--- config.mk ---
export PLATFORM = sky130hd
export DESIGN_NAME = psam_scale
export DESIGN_NICKNAME = d
export VERILOG_FILES = /design/src/design/pixel_scattering_angle_map_defines.svh /design/src/design/psam_pkg.sv /design/src/design/psam_scale.sv
export SDC_FILE = /design/constraint.sdc
export NUM_CORES = 2
export LEC_CHECK = 0
export ABC_CLOCK_PERIOD_IN_PS = 17180
export BUFFER_PORTS_ARGS = -buffer_cell sky130_fd_sc_hd__buf_2
export CAP_MARGIN = 15
export CORE_ASPECT_RATIO = 0.7
export CORE_UTILIZATION = 45
export CTS_CLUSTER_DIAMETER = 60
export DETAILED_ROUTE_END_ITERATION = 12
export GPL_TIMING_DRIVEN = 1
export PLACE_DENSITY = 0.71
export SYNTH_ARGS = -nofsm -noshare
export SYNTH_HDL_FRONTEND = slang
export SYNTH_SLANG_ARGS = --single-unit
--- constraint.sdc ---
create_clock -name i_clk -period 17.18 [get_ports i_clk]
set_input_delay 3.436 -clock i_clk [delete_from_list [all_inputs] [get_ports i_clk]]
set_output_delay 3.436 -clock i_clk [all_outputs]
set_load 0.01 [all_outputs]
--- src/design/pixel_scattering_angle_map_defines.svh ---
// Assertion macros for the pixel scattering angle map.
// Included by the top-level module, which carries the concurrent checks; no other dependencies.
`ifndef PIXEL_SCATTERING_ANGLE_MAP_DEFINES_SVH
`define PIXEL_SCATTERING_ANGLE_MAP_DEFINES_SVH
`ifndef SYNTH
// Same-cycle implication, disabled during reset.
`define PSAM_ASSERT_IMP(label, clk, rst_n, ante, cons) \
    label: assert property (@(posedge clk) disable iff (!rst_n) (ante) |-> (cons)) \
        else $error("psam check failed");
// Next-cycle implication, disabled during reset.
`define PSAM_ASSERT_NXT(label, clk, rst_n, ante, cons) \
    label: assert property (@(posedge clk) disable iff (!rst_n) (ante) |=> (cons)) \
        else $error("psam check failed");
`else
`define PSAM_ASSERT_IMP(label, clk, rst_n, ante, cons)
`define PSAM_ASSERT_NXT(label, clk, rst_n, ante, cons)
`endif
`endif

--- src/design/psam_pkg.sv ---
// Shared types, widths and constants of the pixel scattering angle map.
// No dependencies.
`default_nettype none
package psam_pkg;
    localparam int MAX_SIDE_DEF = 4096;
    localparam int CORDIC_STEPS = 23;
    localparam int CW           = 52;   // CORDIC datapath width
    localparam int AW           = 26;   // angle accumulator width
    localparam int CFG_IDX_W    = 3;
    localparam int CFG_DATA_W   = 24;

    localparam logic signed [AW-1:0] QUARTER_TURN = AW'(5898240);
    localparam logic signed [AW-1:0] HALF_TURN    = AW'(11796480);
    localparam logic [23:0]          INV_GAIN_Q24 = 24'd10188014;

    localparam logic [CFG_IDX_W-1:0] REG_DISTANCE = 3'd0;
    localparam logic [CFG_IDX_W-1:0] REG_PITCH    = 3'd1;
    localparam logic [CFG_IDX_W-1:0] REG_CCOL     = 3'd2;
    localparam logic [CFG_IDX_W-1:0] REG_CROW     = 3'd3;
    localparam logic [CFG_IDX_W-1:0] REG_COS      = 3'd4;
    localparam logic [CFG_IDX_W-1:0] REG_SIN      = 3'd5;

    typedef struct packed {
        logic        [23:0] distance;
        logic        [20:0] pitch;
        logic signed [13:0] centre_column;
        logic signed [13:0] centre_row;
        logic signed [17:0] cos_angle;
        logic signed [17:0] sin_angle;
    } t_cfg;

    // atan(2^-i) in 1/65536 degree, rounded to nearest
    function automatic logic [21:0] atan_entry(input logic [4:0] idx);
        logic [21:0] v;
        unique case (idx)
            5'd0:  v = 22'd2949120;
            5'd1:  v = 22'd1740967;
            5'd2:  v = 22'd919879;
            5'd3:  v = 22'd466945;
            5'd4:  v = 22'd234379;
            5'd5:  v = 22'd117304;
            5'd6:  v = 22'd58666;
            5'd7:  v = 22'd29335;
            5'd8:  v = 22'd14668;
            5'd9:  v = 22'd7334;
            5'd10: v = 22'd3667;
            5'd11: v = 22'd1833;
            5'd12: v = 22'd917;
            5'd13: v = 22'd458;
            5'd14: v = 22'd229;
            5'd15: v = 22'd115;
            5'd16: v = 22'd57;
            5'd17: v = 22'd29;
            5'd18: v = 22'd14;
            5'd19: v = 22'd7;
            5'd20: v = 22'd4;
            5'd21: v = 22'd2;
            5'd22: v = 22'd1;
            default: v = 22'd0;
        endcase
        return v;
    endfunction
endpackage
`default_nettype wire

--- src/design/psam_scale.sv ---
// Gain correction of the first CORDIC magnitude: multiply by 1/K in Q24, round.
// Two register stages; uses psam_pkg.
`default_nettype none
module psam_scale (
    input  wire                               i_clk,
    input  wire                               i_rst_n,
    input  wire                               i_en,
    input  wire                               i_valid,
    input  wire  signed [psam_pkg::CW-1:0]    i_mag,
    input  wire  signed [psam_pkg::AW-1:0]    i_gam,
    input  wire  signed [psam_pkg::CW-1:0]    i_bz,
    output logic                              o_valid,
    output logic signed [psam_pkg::CW-1:0]    o_r,
    output logic signed [psam_pkg::AW-1:0]    o_gam,
    output logic signed [psam_pkg::CW-1:0]    o_bz
);
    localparam int CW = psam_pkg::CW;

    logic [1:0]           r_valid;
    logic [55:0]          r_ph;
    logic [39:0]          r_pl;
    logic [56:0]          w_t;
    logic signed [psam_pkg::AW-1:0] r_gam1, r_gam2;
    logic signed [CW-1:0] r_bz1, r_bz2, r_r;

    // magnitude is nonnegative and below 2^48
    assign w_t = {1'b0, r_ph} + {17'b0, r_pl[39:16]};

    always_ff @(posedge i_clk) begin
        if (!i_rst_n) begin
            r_valid <= '0;
        end else if (i_en) begin
            r_valid <= {r_valid[0], i_valid};
        end
    end

    always_ff @(posedge i_clk) begin
        if (i_en) begin
            r_ph   <= i_mag[47:16] * psam_pkg::INV_GAIN_Q24;
            r_pl   <= i_mag[15:0] * psam_pkg::INV_GAIN_Q24;
            r_gam1 <= i_gam;
            r_bz1  <= i_bz;
            r_r    <= $signed(CW'((w_t + 57'd128) >> 8));
            r_gam2 <= r_gam1;
            r_bz2  <= r_bz1;
        end
    end

    assign o_valid = r_valid[1];
    assign o_r     = r_r;
    assign o_gam   = r_gam2;
    assign o_bz    = r_bz2;
endmodule
`default_nettype wire

==> reports/metrics.yaml <==
cp.arrival_ps: 10300
grt_pass1_wl_microns: 112000
vias: 19211
area_growth_pct: 10.9
nFillCells: 6077
synth_seq_area_share: 0.268
synth-simple-area-share: 0.0343
slowest_delay_ps: 640
drt_iter0_markers: 1245
final_common_cell: "inv_1"
layout_setup_ws_ps: 7140
finalHoldViolations: 0
finalSetupViolCount: 0
antenna_cells: 0
cp-start-kind: "input pin"
crit_type: "input pin to flop"
synth_edf_count: 283
drv_cap: 0
die-area_sq_um: 71900
ys_seq_elements: 285
crit_required_ps: 17450
slowest_stage: "fa_1"
vias_per_cell: 4.88
hold_class: "flop to flop"
mostFrequentLayoutCells: "inv_1, fa_1, ha_1, edfxtp_1, buf_2"
cts-root-buf: "clkbuf_16"
rr_worst_depth: 11
htreeDepth: 2
synth_area_sq_um: 31900
cts_tree: "done"
synth_warnings: 0
drv_slew: 0
die_y_microns: 225
slew_headroom: 0.360
grt_usage: 0.204
synth_cells: 2727
synth_mux_area_frac: 0.000628
crit_fanout: 7
port_buffers: 257
async_flop_share: 0
syn_avg_cell_area_sq_um: 11.7
grt_max_degree: 165
crit_path_cell_trace: "buf_2 > inv_1 > fa_1 > fa_1 > fa_1 > inv_1 > fa_1 > fa_1 > fa_1 > inv_1 > fa_1 > inv_1 > ha_1 > nand4_1 > nor4_1 > o41ai_2 > a21boi_0 > nor2_1 > o31ai_4 > nor3b_1 > a211oi_1"
place_congestion: 0.998
detail_route.wirelength_microns: 70600
synth-compound-area-share: 0.0584
grt-ovfl-total: 0
skew_ps: 25.9
ys.flop_type: "edfxtp_1"
synthAdderAreaFrac: 0.508
ys_types: 68
die_w_microns: 320
final_core_util: 0.506
synth_top_area_frac: 0.330
grt_antenna_before_repair: 1
rsz0062_at_grt: "no"
critical_path.most_common_cell: "fa_1"
cts_setup_buffers: 0
timing.setup.tns_ps: 0
drcViolationCount: 0
holdBufCountCts: 0
hold-worst-slack_ps: 415
min_path_cells: 0
grt_pass1_vias: 19996
synth_top_family_by_area: "adder cells"
worst_pin_slew_ps: 959
row_count: 81
endpoint_kind: "flop"
layout-drive-gt1-share: 0.108
clock-sinks: 285
r2r_slack_ps: 13540
synth-xor-area-share: 0.0316
drt_first_pass_iters: 5
status: "finished, final reports clean"
hpwlAfterDp_microns: 60500
post-route-period-util: 0.584
ant_nets: 0
pre_cts_ws_ps: 6650
ctsLongestPathBuffers: 3
ys_top_cells_by_area: "fa_1, edfxtp_1, ha_1, inv_1, xnor2_1"
yosysTopAreaCell: "fa_1"
fmax_ghz: 0.0996
clk_pin_slew_worst_paths_ps: 60
clock_latency_ps: 520
core-area_sq_um: 69900
min_period_ps: 10040
cts_buffers: 34
wire_per_inst_microns: 17.9
start_util: 0.456
nets: 4110
cts_resized: 0
ioPinCount: 265
registers in the layout (all words and copies together) (netlist names):
signal and count:
o_bz 52, r_bz1 52, o_gam 26, o_r 49, r_valid 2, r_pl 23
r_ph 55, r_gam1 26
area by class of cell:
class / instances / area [sq um] / area share
Tap cell: 913 / 1140 / 0.0323
Sequential cell: 285 / 8540 / 0.242
Clock buffer: 37 / 883 / 0.0250
Multi-Input combinational cell: 1608 / 20200 / 0.571
Clock inverter: 23 / 241 / 0.00683
Inverter: 809 / 3040 / 0.0859
Timing Repair Buffer: 258 / 1320 / 0.0372
cell families after synthesis:
family,count (synthesis)
adder cells (fa/ha/maj),980
buffers and inverters,836
flip-flops,285
XOR/XNOR,115
multiplexers,2
AO/OA/AOI/OAI,282
AND/OR/NAND/NOR,226
other,1
worst paths after layout:
path                  startpoint            endpoint
max                    i_mag[27]  r_ph[49]$_DFFE_PP_
min          r_bz1[29]$_DFFE_PP_  o_bz[29]$_DFFE_PP_
min reg2reg  r_bz1[29]$_DFFE_PP_  o_bz[29]$_DFFE_PP_
max reg2reg   r_pl[22]$_DFFE_PP_   o_r[47]$_DFFE_PP_
per-layer routing:
metal,track usage,up-vias,wire length [microns]
met3,0.0766,54,7690
li1,-,9182,-
met4,0.0332,2,785
met1,0.305,9362,33900
met5,0,-,8
met2,0.283,611,28200
worst max-delay path: cells and delay by family:
family	cells	cell delay (ps)
buf+inv	5	740
fa+ha+maj	8	4070
simple gates	4	950
compound gates	4	1100
Yosys cell counts, types with 3 or more instances:
| cell type | count |
|---|---|
| o21ai_0 | 45 |
| a211o_1 | 4 |
| a21oi_1 | 90 |
| nand3_1 | 22 |
| nor2b_1 | 6 |
| o211ai_1 | 7 |
| xnor2_1 | 64 |
| edfxtp_1 | 283 |
| nand2b_1 | 6 |
| o21bai_1 | 14 |
| a21boi_0 | 3 |
| and3_1 | 22 |
| nor2_1 | 49 |
| a211oi_1 | 8 |
| fa_1 | 525 |
| xor2_1 | 51 |
| nand2_1 | 72 |
| nand4_1 | 17 |
| and2_1 | 3 |
| o31a_1 | 3 |
| clkbuf_1 | 21 |
| o21a_1 | 7 |
| ha_1 | 455 |
| and4_1 | 5 |
| or2_2 | 3 |
| inv_1 | 809 |
| o31ai_1 | 5 |
| a31oi_1 | 13 |
| buf_4 | 4 |
| a21o_1 | 53 |
| nor3_1 | 12 |
metrics by stage:
stage / std cells / cell area (sq um)
finish: 3933 / 35400
global route: 3933 / 35400
floorplan: 2729 / 31900
global placement: 3873 / 34200
detailed placement: 3873 / 34200
CTS: 3933 / 35400
Power is not shown: default switching activity piles up to over one toggle a cycle in this logic, so the estimate is an artifact.
